$ cat src/sv/gebm_pkg.sv
// ----------------------------------------------------------------------------
// gebm_pkg
// Shared types and constants of the gamepad event button mapper.
// ----------------------------------------------------------------------------
package gebm_pkg;
   localparam logic [1:0] OP_CLEAR = 2'd0;
   localparam logic [1:0] OP_ADD   = 2'd1;
   localparam logic [1:0] OP_EVENT = 2'd2;

   localparam logic [1:0] ST_DONE   = 2'd0;
   localparam logic [1:0] ST_IGNORE = 2'd1;
   localparam logic [1:0] ST_REJECT = 2'd2;

   localparam logic [1:0] MODE_BUTTON = 2'd0;
   localparam logic [1:0] MODE_AXIS   = 2'd1;
   localparam logic [1:0] MODE_HAT    = 2'd2;

   localparam logic [15:0] BTN_LEFT  = 16'h0001;
   localparam logic [15:0] BTN_RIGHT = 16'h0002;
   localparam logic [15:0] BTN_UP    = 16'h0004;
   localparam logic [15:0] BTN_DOWN  = 16'h0008;

   localparam logic signed [31:0] HAT_HIGH = 32'sd7;
   localparam logic signed [31:0] AXIS_LOW = -32'sd1;

   typedef struct packed {
      logic [1:0]         operation;
      logic [15:0]        event_type;
      logic [15:0]        event_code;
      logic [31:0]        event_value;
      logic [15:0]        entry_mask;
      logic signed [31:0] entry_low;
      logic signed [31:0] entry_high;
   } item_type;

   typedef struct packed {
      logic [15:0] buttons;
      logic        buttons_changed;
      logic [1:0]  status;
   } result_type;

   // hat direction: 2 bits, [1] negative, [0] positive
   function automatic logic [1:0] hat_x(input logic [31:0] p);
      logic [1:0] r;
      r = 2'b00;
      if (p == 32'd5 || p == 32'd6 || p == 32'd7) r = 2'b10;
      if (p == 32'd1 || p == 32'd2 || p == 32'd3) r = 2'b01;
      return r;
   endfunction

   function automatic logic [1:0] hat_y(input logic [31:0] p);
      logic [1:0] r;
      r = 2'b00;
      if (p == 32'd7 || p == 32'd0 || p == 32'd1) r = 2'b10;
      if (p == 32'd3 || p == 32'd4 || p == 32'd5) r = 2'b01;
      return r;
   endfunction
endpackage

$ cat src/sv/gebm_queue.sv
// ----------------------------------------------------------------------------
// gebm_queue
// Two-entry queue of packed words with full/empty flags.
// ----------------------------------------------------------------------------
module gebm_queue #(
   parameter int WIDTH = 8
) (
   input  logic             clock,
   input  logic             reset,
   input  logic             push,
   input  logic [WIDTH-1:0] push_data,
   output logic             full,
   input  logic             pop,
   output logic [WIDTH-1:0] pop_data,
   output logic             empty
);
   logic [WIDTH-1:0] data_ff [2];
   logic             wr_ff, rd_ff;
   logic [1:0]       cnt_ff;
   logic             do_push, do_pop;

   assign full     = cnt_ff == 2'd2;
   assign empty    = cnt_ff == 2'd0;
   assign do_push  = push && !full;
   assign do_pop   = pop && !empty;
   assign pop_data = data_ff[rd_ff];

   always_ff @(posedge clock) begin
      if (do_push) data_ff[wr_ff] <= push_data;
      if (reset) begin
         wr_ff  <= 1'b0;
         rd_ff  <= 1'b0;
         cnt_ff <= 2'd0;
      end else begin
         if (do_push) wr_ff <= !wr_ff;
         if (do_pop) rd_ff <= !rd_ff;
         cnt_ff <= cnt_ff + {1'b0, do_push} - {1'b0, do_pop};
      end
   end
endmodule

$ cat src/sv/gebm_back.sv
// ----------------------------------------------------------------------------
// gebm_back
// Mapping table and button bitmap; carries out one item per cycle while the output side is ready.
// ----------------------------------------------------------------------------
module gebm_back import gebm_pkg::*; #(
   parameter int MAP_ENTRIES = 16
) (
   input  logic       clock,
   input  logic       reset,
   input  logic       in_valid,
   input  item_type   in_item,
   output logic       in_ready,
   output logic       out_valid,
   output result_type out_result,
   input  logic       out_ready
);
   localparam int CW = $clog2(MAP_ENTRIES + 1);
   localparam int IW = (MAP_ENTRIES > 1) ? $clog2(MAP_ENTRIES) : 1;

   logic [15:0]        ktype_ff [MAP_ENTRIES];
   logic [15:0]        kcode_ff [MAP_ENTRIES];
   logic [15:0]        mask_ff  [MAP_ENTRIES];
   logic [1:0]         mode_ff  [MAP_ENTRIES];
   logic signed [31:0] lo_ff    [MAP_ENTRIES];
   logic signed [31:0] hi_ff    [MAP_ENTRIES];
   logic [31:0]        raw_ff   [MAP_ENTRIES];
   logic [31:0]        last_ff  [MAP_ENTRIES];
   logic [CW-1:0]      count_ff;
   logic [15:0]        buttons_ff, buttons_in;
   logic               valid_ff;
   result_type         res_ff, res_in;

   logic            hit;
   logic [IW-1:0]   hit_idx;
   logic            go, add_ok, ev_upd;
   logic [1:0]      new_mode;
   logic signed [31:0] new_lo, new_hi;
   logic [31:0]     new_last;
   logic [15:0]     m, blo, bhi;
   logic [31:0]     old, hv;
   logic signed [31:0] sv;
   logic [1:0]      nx, ny, px, py;

   assign in_ready   = !valid_ff || out_ready;
   assign go         = in_valid && in_ready;
   assign out_valid  = valid_ff;
   assign out_result = res_ff;

   always_comb begin
      hit = 1'b0;
      hit_idx = '0;
      for (int i = MAP_ENTRIES - 1; i >= 0; i--) begin
         if (CW'(i) < count_ff && ktype_ff[i] == in_item.event_type &&
             kcode_ff[i] == in_item.event_code) begin
            hit = 1'b1;
            hit_idx = IW'(i);
         end
      end
   end

   always_comb begin
      new_mode = MODE_BUTTON;
      new_lo   = in_item.entry_low;
      new_hi   = in_item.entry_high;
      if (in_item.entry_mask == (BTN_LEFT | BTN_RIGHT | BTN_UP | BTN_DOWN)) begin
         new_mode = MODE_HAT;
         if (new_lo == new_hi) begin
            new_lo = '0;
            new_hi = HAT_HIGH;
         end
      end else if (in_item.entry_mask == (BTN_LEFT | BTN_RIGHT) ||
                   in_item.entry_mask == (BTN_UP | BTN_DOWN)) begin
         new_mode = MODE_AXIS;
         if (new_lo == new_hi) begin
            new_lo = AXIS_LOW;
            new_hi = -AXIS_LOW;
         end
      end
   end

   always_comb begin
      buttons_in = buttons_ff;
      add_ok     = 1'b0;
      ev_upd     = 1'b0;
      new_last   = last_ff[hit_idx];
      res_in.status = ST_DONE;
      m   = mask_ff[hit_idx];
      old = last_ff[hit_idx];
      blo = (BTN_LEFT | BTN_UP) & m;
      bhi = (BTN_RIGHT | BTN_DOWN) & m;
      sv  = in_item.event_value;
      hv  = in_item.event_value - lo_ff[hit_idx];
      nx = hat_x(hv);
      ny = hat_y(hv);
      px = hat_x(old);
      py = hat_y(old);
      unique case (in_item.operation)
         OP_ADD: begin
            if (in_item.event_type == 16'd0 || count_ff >= CW'(MAP_ENTRIES) || hit)
               res_in.status = ST_REJECT;
            else
               add_ok = 1'b1;
         end
         OP_EVENT: begin
            if (!hit || raw_ff[hit_idx] == in_item.event_value) begin
               res_in.status = ST_IGNORE;
            end else begin
               ev_upd = 1'b1;
               unique case (mode_ff[hit_idx])
                  MODE_AXIS: begin
                     if (sv <= lo_ff[hit_idx]) new_last = 32'hFFFF_FFFF;
                     else if (sv >= hi_ff[hit_idx]) new_last = 32'd1;
                     else new_last = '0;
                     if (new_last != old) begin
                        if (old[31]) buttons_in = buttons_in & ~blo;
                        else if (old != 32'd0) buttons_in = buttons_in & ~bhi;
                        if (new_last[31]) buttons_in = buttons_in | blo;
                        else if (new_last != 32'd0) buttons_in = buttons_in | bhi;
                     end
                  end
                  MODE_HAT: begin
                     new_last = hv;
                     if (hv != old) begin
                        if (nx != px) begin
                           if (px[1]) buttons_in = buttons_in & ~BTN_LEFT;
                           if (px[0]) buttons_in = buttons_in & ~BTN_RIGHT;
                           if (nx[1]) buttons_in = buttons_in | BTN_LEFT;
                           if (nx[0]) buttons_in = buttons_in | BTN_RIGHT;
                        end
                        if (ny != py) begin
                           if (py[1]) buttons_in = buttons_in & ~BTN_UP;
                           if (py[0]) buttons_in = buttons_in & ~BTN_DOWN;
                           if (ny[1]) buttons_in = buttons_in | BTN_UP;
                           if (ny[0]) buttons_in = buttons_in | BTN_DOWN;
                        end
                     end
                  end
                  default: begin
                     new_last = {31'd0, in_item.event_value != 32'd0};
                     if (new_last != old) begin
                        if (new_last[0]) buttons_in = buttons_in | m;
                        else buttons_in = buttons_in & ~m;
                     end
                  end
               endcase
            end
         end
         default: ;
      endcase
      res_in.buttons = buttons_in;
      res_in.buttons_changed = buttons_in != buttons_ff;
   end

   always_ff @(posedge clock) begin
      if (go) begin
         res_ff <= res_in;
         if (add_ok) begin
            ktype_ff[count_ff[IW-1:0]] <= in_item.event_type;
            kcode_ff[count_ff[IW-1:0]] <= in_item.event_code;
            mask_ff[count_ff[IW-1:0]]  <= in_item.entry_mask;
            mode_ff[count_ff[IW-1:0]]  <= new_mode;
            lo_ff[count_ff[IW-1:0]]    <= new_lo;
            hi_ff[count_ff[IW-1:0]]    <= new_hi;
            raw_ff[count_ff[IW-1:0]]   <= '0;
            last_ff[count_ff[IW-1:0]]  <= '0;
         end
         if (ev_upd) begin
            raw_ff[hit_idx]  <= in_item.event_value;
            last_ff[hit_idx] <= new_last;
         end
      end
      if (reset) begin
         valid_ff   <= 1'b0;
         count_ff   <= '0;
         buttons_ff <= '0;
      end else begin
         if (go) valid_ff <= 1'b1;
         else if (out_ready) valid_ff <= 1'b0;
         if (go) begin
            buttons_ff <= buttons_in;
            if (in_item.operation == OP_CLEAR) count_ff <= '0;
            else if (add_ok) count_ff <= count_ff + CW'(1);
         end
      end
   end
endmodule

$ cat src/sv/gamepad_event_button_mapper_core.sv
// Path: an accepted item is registered in the input queue, the table stage and the result queue
// before its result reaches the ports.
// Throughput: one item per cycle while the result queue has room, set by the table match and update.
// Reset: synchronous; empties both queues, clears entry count and button bitmap.
// ----------------------------------------------------------------------------
// gamepad_event_button_mapper_core
// Input queue front, mapping back end, result queue.
// ----------------------------------------------------------------------------
module gamepad_event_button_mapper_core import gebm_pkg::*; #(
   parameter int MAP_ENTRIES = 16
) (
   input  logic               clock,
   input  logic               reset,
   input  logic               push,
   output logic               full,
   input  logic [1:0]         req_operation,
   input  logic [15:0]        req_event_type,
   input  logic [15:0]        req_event_code,
   input  logic signed [31:0] req_event_value,
   input  logic [15:0]        req_entry_mask,
   input  logic signed [31:0] req_entry_low,
   input  logic signed [31:0] req_entry_high,
   output logic               empty,
   input  logic               pop,
   output logic [15:0]        rsp_buttons,
   output logic               rsp_buttons_changed,
   output logic [1:0]         rsp_status
);
   item_type   in_item, q_item;
   result_type b_res, o_res;
   logic q_empty, b_ready, b_valid, r_full;

   assign in_item = '{req_operation, req_event_type, req_event_code, req_event_value,
                      req_entry_mask, req_entry_low, req_entry_high};

   gebm_queue #(.WIDTH($bits(item_type))) u_in_q (
      .clock, .reset, .push, .push_data(in_item), .full,
      .pop(b_ready), .pop_data(q_item), .empty(q_empty));

   gebm_back #(.MAP_ENTRIES(MAP_ENTRIES)) u_back (
      .clock, .reset, .in_valid(!q_empty), .in_item(q_item), .in_ready(b_ready),
      .out_valid(b_valid), .out_result(b_res), .out_ready(!r_full));

   gebm_queue #(.WIDTH($bits(result_type))) u_out_q (
      .clock, .reset, .push(b_valid), .push_data(b_res), .full(r_full),
      .pop, .pop_data(o_res), .empty);

   assign rsp_buttons         = o_res.buttons;
   assign rsp_buttons_changed = o_res.buttons_changed;
   assign rsp_status          = o_res.status;
endmodule

$ cat config.mk
export PLATFORM = sky130hd
export DESIGN_NAME = gamepad_event_button_mapper_core
export DESIGN_NICKNAME = d
export VERILOG_FILES = /design/src/sv/gebm_pkg.sv /design/src/sv/gebm_queue.sv /design/src/sv/gebm_back.sv /design/src/sv/gamepad_event_button_mapper_core.sv
export SDC_FILE = /design/constraint.sdc
export NUM_CORES = 2
export LEC_CHECK = 0
export ABC_CLOCK_PERIOD_IN_PS = 14300
export BUFFER_PORTS_ARGS = -buffer_cell sky130_fd_sc_hd__buf_2
export CORE_MARGIN = 8
export CORE_UTILIZATION = 40
export CTS_BUF_LIST = sky130_fd_sc_hd__clkbuf_2 sky130_fd_sc_hd__clkbuf_4 sky130_fd_sc_hd__clkbuf_8
export CTS_CLUSTER_DIAMETER = 60
export DETAILED_ROUTE_END_ITERATION = 10
export PLACE_DENSITY = 0.65
export SLEW_MARGIN = 20
export SYNTH_ARGS = -nofsm -noshare
export SYNTH_HDL_FRONTEND = slang
export SYNTH_SLANG_ARGS = --single-unit
$ cat constraint.sdc
create_clock -name clock -period 14.3 [get_ports clock]
set_clock_uncertainty 0.1 [all_clocks]
set_input_delay 2.145 -clock clock [delete_from_list [all_inputs] [get_ports clock]]
set_output_delay 2.145 -clock clock [all_outputs]
set_load 0.1 [all_outputs]
-- After elaboration in Yosys (flattened, before gate mapping)
Memories as Yosys holds them, arrays and structs flattened. A register that Yosys moved wholly into a read port is not among the register bits.
Index checks and enable logic that the tools add are counted.
- flip-flop bits (word level): 49
- bits in latches: 0
- bits in writable memories: 3178
- ROM bits: 0
- memories: 10
- $add $sub $neg: 6
- $mul: 0
- divide/modulo/power cells: 0
- $lt $le $gt $ge: 19
- equal/unequal tests: 64
- shift-type cells: 0
- multiplexer cells: 114
- bitwise gates (word level): 9
- reduce and logical (&&, ||, !) cells: 80
- memory list (memory ; depth ; width ; read ports ; clocked after memory_dff ; write ports ; line ; RTL):
    u_back.hi_ff ; 16 ; 32 ; 1 ; 0 ; 1 ; gebm_back.sv:25 ; logic signed [31:0] hi_ff [MAP_ENTRIES];
    u_back.last_ff ; 16 ; 32 ; 1 ; 0 ; 1 ; gebm_back.sv:27 ; logic [31:0] last_ff [MAP_ENTRIES];
    u_back.lo_ff ; 16 ; 32 ; 1 ; 0 ; 1 ; gebm_back.sv:24 ; logic signed [31:0] lo_ff [MAP_ENTRIES];
    u_back.raw_ff ; 16 ; 32 ; 1 ; 0 ; 1 ; gebm_back.sv:26 ; logic [31:0] raw_ff [MAP_ENTRIES];
    u_in_q.data_ff ; 2 ; 146 ; 1 ; 1 ; 1 ; gebm_queue.sv:17 ; logic [WIDTH-1:0] data_ff [2];
    u_back.kcode_ff ; 16 ; 16 ; 16 ; 0 ; 1 ; gebm_back.sv:21 ; logic [15:0] kcode_ff [MAP_ENTRIES];
    +4 memories ; - ; - ; - ; - ; - ; - ;
- operator list (kind ; count):
    $eq A16 B16 Y1 ; 32
    $mux W32 ; 16
    $eq A32 B3 Y1 const B ; 8
    $mux W16 ; 13
    $eq A32 B2 Y1 const B ; 4
    $reduce_bool A32 Y1 ; 3
    $mux W4 ; 22
    $eq A32 B1 Y1 const B ; 2
    $eq A32 B32 Y1 ; 2
    $logic_not A32 Y1 ; 2
    $ne A32 B32 Y1 ; 2
    $pmux W32 S2 ; 1
    $reduce_or A32 Y1 ; 2
    $and A16 B16 Y16 ; 3
    $mux W1 ; 43
    $lt A4 B5 Y1 const A ; 8
    $logic_and A1 B1 Y1 ; 36
    $eq A16 B4 Y1 const B ; 2
    $ge A32 B32 Y1 ; 1
    $le A32 B32 Y1 ; 1
    $ne A1 B32 Y1 ; 1
    $pmux W16 S2 ; 1
    $sub A32 B32 Y32 ; 1
    $mux W2 ; 13
    28 further kinds ; 73

-- Logic depth before layout (Yosys ltp)
An unclocked memory read counts as a cell.
- depth after elaboration: 41
- mapped depth: 54
- mapped depth without buffers: 38

-- Cells and area by module
From an unflattened synthesis, not the netlist that was laid out.
- cells, all modules: 10205
- area, all modules: 138044.9 µm²
- by module, submodules not included (module ; times used ; cells each ; area an instance (µm²) ; seq. area each (µm²)):
    gebm_back ; 1 ; 9636 ; 125615.5 ; 86533.0
    gebm_queue (u_in_q) ; 1 ; 481 ; 10819.1 ; 8868.5
    gebm_queue (u_out_q) ; 1 ; 86 ; 1602.8 ; 1241.2
    gamepad_event_button_mapper_core ; 1 ; 2 ; 7.5 ; 0.0

-- Least setup slack after synthesis
Ideal clock, no wire load.
- kind: reg2reg
- start: reg (tool-made name)
- end: reg u_back.res_ff, in the netlist u_back.out_result[2], data pin
- setup time: 0.274 ns
- arrival: 10.715 ns
- setup slack: 3.211 ns
- stages on the path, launching flop included: 53
- clock period less this slack: 11.089 ns
- path through: dfxtp_1 buf_6 buf_8 mux2i_4 buf_6 xnor2_1 a2111oi_0 nand2_1 or4_4 a211oi_2 o21ai_2 nand2_4 buf_8 buf_6 buf_6 buf_6 buf_6 buf_6 [... 17 more ...] a21oi_1 a21oi_1 o31a_1 or3_1 nand2_1 nand4_1 nor3_1 nand4_1 or4_1 nor4_1 a21boi_0 nand2_1 a221o_1 a211oi_1 o32ai_1 xnor2_1 nand2b_1 o2111ai_1
- RTL lines (what ; line ; RTL):
    end signal, assigned ; gebm_back.sv:156 ; res_ff <= res_in;
    end, declared ; gebm_back.sv:31 ; result_type res_ff, res_in;

==> results.md <==
- The sequential cells in the finished layout cover a total of slightly below 100000 µm².
- The dominant cell type by area after synthesis is edfxtp_1.
- In the final routed layout, each cell accounts on average for about 32 µm.
- The initial antenna violation count is 25.
- Ranked by total cell area, the synthesized netlist is headed by edfxtp_1 (68%), nand2_1 (5.2%), mux2i_1 (4.9%).
- The first TritonRoute pass finished after 8 iterations.
- After detailed routing, the number of remaining DRC violations is 0.
- The prevailing post-synth register cell is edfxtp_1.
- The area of the multi-input gates is between 40000 and 50000 µm².
- The number of enable-type register cells in the synthesized netlist is 3197.
- The clock net sink count is 3229.
- The count of port buffers added during placement is 170.
- Cells fill between 40% and 50% of the core in the end.
- The setup TNS after final layout is 0 ps.
- The largest voltage drop on the vdd net is between 0.1 and 0.15 mV.
- Relative to the synthesized area, the layout overhead comes to 13.8%.
- For met3 alone, demand over resource in global routing was between 5 and 6%.
- The fraction of post-synthesis cell area in the top cell type by area is between 60 and 70%.
- The total number of yosys warnings is 0.
- The clock root buffer is clkbuf_8.
- Setup repair after global routing left no endpoint under its margin.
- Pin placement for this block handled 171 I/O pins.
- For this design the ratio of total power to cell area is 161 nW/µm².
- The worst-margin pin slew is 1330 ps.
- In the global route stage, met2 resource usage came out at 41.2%.
- The post-synthesis average cell area is roughly 13 µm².
- The filler cell count in the final layout is about 31000.
- In the synthesized netlist the async set-or-reset flop fraction comes to 0%.
- The startpoint of the worst hold path is u_back.out_result[9].
- In the final design database the tool counted 11430 nets.
- The max-slew violation total from the final report is 0.
- After layout, the design draws a total of around 26 mW.
- The clock tree from TritonCTS is yes.
- The clock latency at the later pin of the worst-skew pair is 1230 ps.
- The core footprint is between 300000 and 400000 µm².
- Routability-driven placement finished with a final weighted congestion of just over 1.
- Summed over all cells, the static leakage comes to between 50 and 60 nW.
- The fraction of layout cells with a size suffix above 1 is around 15%.
- The number of cells in the finished layout apart from fillers is 16348.
- The floorplan die height is ~610 µm.
- The kind of cell adding the most delay to the critical path is compound AO/OA/AOI/OAI gates.
- The number of H-tree levels is 6.
- The highest-utilization routing layer at the global route stage is met2.
- The total routed wirelength is 519000 µm.
- The sum of overflow across all layers after global routing is 0.
- The largest net degree at the start of global routing is between 100 and 150.
- The detail route stage leaves a number of antenna-violating nets equal to 0.
- The number of hold buffers added after cts is 0.
- The flip-flop and latch count after synthesis is ~3200.
- The initial core utilization is between 40% and 50%.
- The die covers between 300000 and 400000 µm².
- The startpoint type of the worst setup path is a register.
- The most common cell type on the critical path is buf_4.
- The number of buffers and inverters on the critical path is 4.
- Counting tap cells, the placed design contains a total of 15385 instances.
- The number of global-route vias before repair is roughly 95000.
- The worst hold slack after final layout is between 300 and 400 ps.
- The detailed router finished its first iteration with 13848 violations.
- The largest single stage delay on the critical path is ~800 ps.
- Among all cell types in the netlist, the one instantiated most often is edfxtp_1.
- After synthesis, flip-flops and latches occupy about two thirds of the total area.
- The width of the die is 610 µm.
- The capturing element type of the critical path is a register.
- In the finished design, the share of the clock period the worst path needs comes to between 90% and 100%.
- The half-perimeter wire length after placement is about 330000 µm.
- The number of different library cells used by synthesis comes to 100.
- The all-layer global routing usage is around a quarter.
- When the netlist entered floorplanning its net count stood at about 11000.
- Sorting the synthesized cells by how often they occur yields edfxtp_1 (3197), nand2_1 (1943), nand3_1 (918).
- The synthesized netlist cell count is roughly 11000.
- The path class of the tightest hold or removal check is register to register.
- Setup violations remaining at the end of the flow were counted as 0.
- The number of gates resized after cts is 0.
- Clock tree synthesis inserted a total of between 500 and 600 buffers.
- The largest fanout of any net on the critical path is 49.
- Among all stages on the critical path, the largest delay is contributed by nor2_1.
- The run finished with clean final reports.
- The post-CTS setup repair buffer count is 0.
- For the worst setup path, the data arrival time is approximately 14000 ps.
- Data on the critical path is required at its endpoint by roughly 15000 ps.
- The final critical delay including setup and external delays is around 13000 ps.
- The post-synthesis instance area is roughly 140000 µm².
- After floorplanning, the core was divided into between 200 and 250 placement rows.
- The remaining max-slew budget at the tightest pin is between 10% and 20%.
- The via count normalized by instance count is ~6.
- The total number of vias is between 90000 and 100k.
- Max-cap violations in this run came to 0.
- The hold violation total from the final report came to 0.
- The clock-pin transition on the worst setup and hold timing paths is roughly 60 ps.
- For this run, the top clock speed supported by timing is approximately 0.077 GHz.
- The first-pass GRT wire length is 719000 µm.
- The clock passes through at most 4 buffers.
- The met1 capacity usage during global routing is a little over a third.
- The critical path class is register to register.
-- layout make-up --
type	instances	area share [%]
Timing Repair Buffer	615	3.06
Inverter	139	0.325
Clock inverter	236	1.08
Clock buffer	711	5.45
Antenna cell	16	0.0249
Multi-Input combinational cell	6672	26.3
Sequential cell	3229	60.1
Tap cell	4730	3.68
-- cell usage in the layout, fill, tap and decap left out, types with 29 or more instances in the layout --
master | netlist | routed
o21ai_0 | 206 | 192
mux2i_4 | 14 | 33
o211ai_1 | 120 | 120
a32oi_1 | 29 | 29
o22ai_1 | 58 | 57
nor3_1 | 126 | 123
nor2_1 | 343 | 283
clkinv_1 | 5 | 128
a21oi_1 | 248 | 217
a31oi_1 | 52 | 52
xor2_1 | 57 | 55
nand2_1 | 1943 | 1939
and3_1 | 86 | 85
buf_4 | 51 | 387
mux2_2 | 96 | 96
or3_1 | 29 | 29
mux2i_1 | 688 | 667
clkinv_2 | 0 | 33
inv_1 | 133 | 129
buf_12 | 2 | 57
nand3_1 | 918 | 918
ha_1 | 78 | 78
a21o_1 | 49 | 47
edfxtp_1 | 3197 | 3197
a211oi_1 | 64 | 62
or4_1 | 31 | 31
clkbuf_4 | 0 | 163
nor2_4 | 0 | 34
clkbuf_8 | 0 | 548
buf_2 | 84 | 170
a22oi_1 | 30 | 30
nor4_1 | 282 | 271
nand4_1 | 117 | 117
xnor2_1 | 607 | 606
dfxtp_1 | 32 | 31
-- final timing paths --
| kind | slack, ps | end | depth (start not counted) |
|---|---|---|---|
| worst max-delay path | 1330 | u_back.out_result[2] | 38 |
| worst max register to register | 1330 | u_back.out_result[2] | 38 |
| worst min-delay path | 350 | u_out_q.data_ff[0][9] | 0 |
| worst min register to register | 350 | u_out_q.data_ff[0][9] | 0 |
-- registers in the layout, indices dropped and copies added, names as in the netlist, 2 cells and up, named ones only --
register / flops
u_back.lo_ff: 512
u_back.count_ff: 5
u_out_q.data_ff: 38
u_back.kcode_ff: 256
u_back.mode_ff: 32
u_out_q.cnt_ff: 2
u_back.hi_ff: 512
u_back.last_ff: 512
u_back.raw_ff: 512
u_back.mask_ff: 256
u_in_q.cnt_ff: 2
u_back.out_result: 19
u_back.buttons_ff: 16
u_back.ktype_ff: 256
u_in_q.data_ff: 292
-- power breakdown --
group | internal [mW] | switching (mW) | leakage [nW]
logic | 1.64 | 4.64 | 19.1
registers | 11.3 | 0.161 | 27.1
clock network | 4.27 | 3.87 | 5.49
-- routing by layer --
layer	up-vias	wire, µm
met3	1374	54700
met2	6552	231000
met4	6	30800
met5	-	36
li1	41050	-
met1	49232	203000
-- per-stage QoR --
stage / worst slack [ps] / instance area [µm²]
2_1_floorplan: 3210 / 141000
6_report: 1330 / 161000
3_3_place_gp: 1280 / 150000
3_5_place_dp: 1730 / 150000
4_1_cts: 1740 / 161000
5_1_grt: 928 / 161000
-- cell families (layout without fill, tap and decap cells) --
kind of cell,Yosys count,in the layout,synth area share (%)
muxes,821,821,6.23
other,0,16,0
buffers and inverters,704,1701,2.38
DFF,3229,3229,68.4
adders and majority gates,80,80,0.712
and+or+nand+nor,3979,3979,12.8
xor gates and xnor gates,664,664,4.12
AOI/OAI and AO/OA,1128,1128,5.35
(Power assumes the default switching activity.)
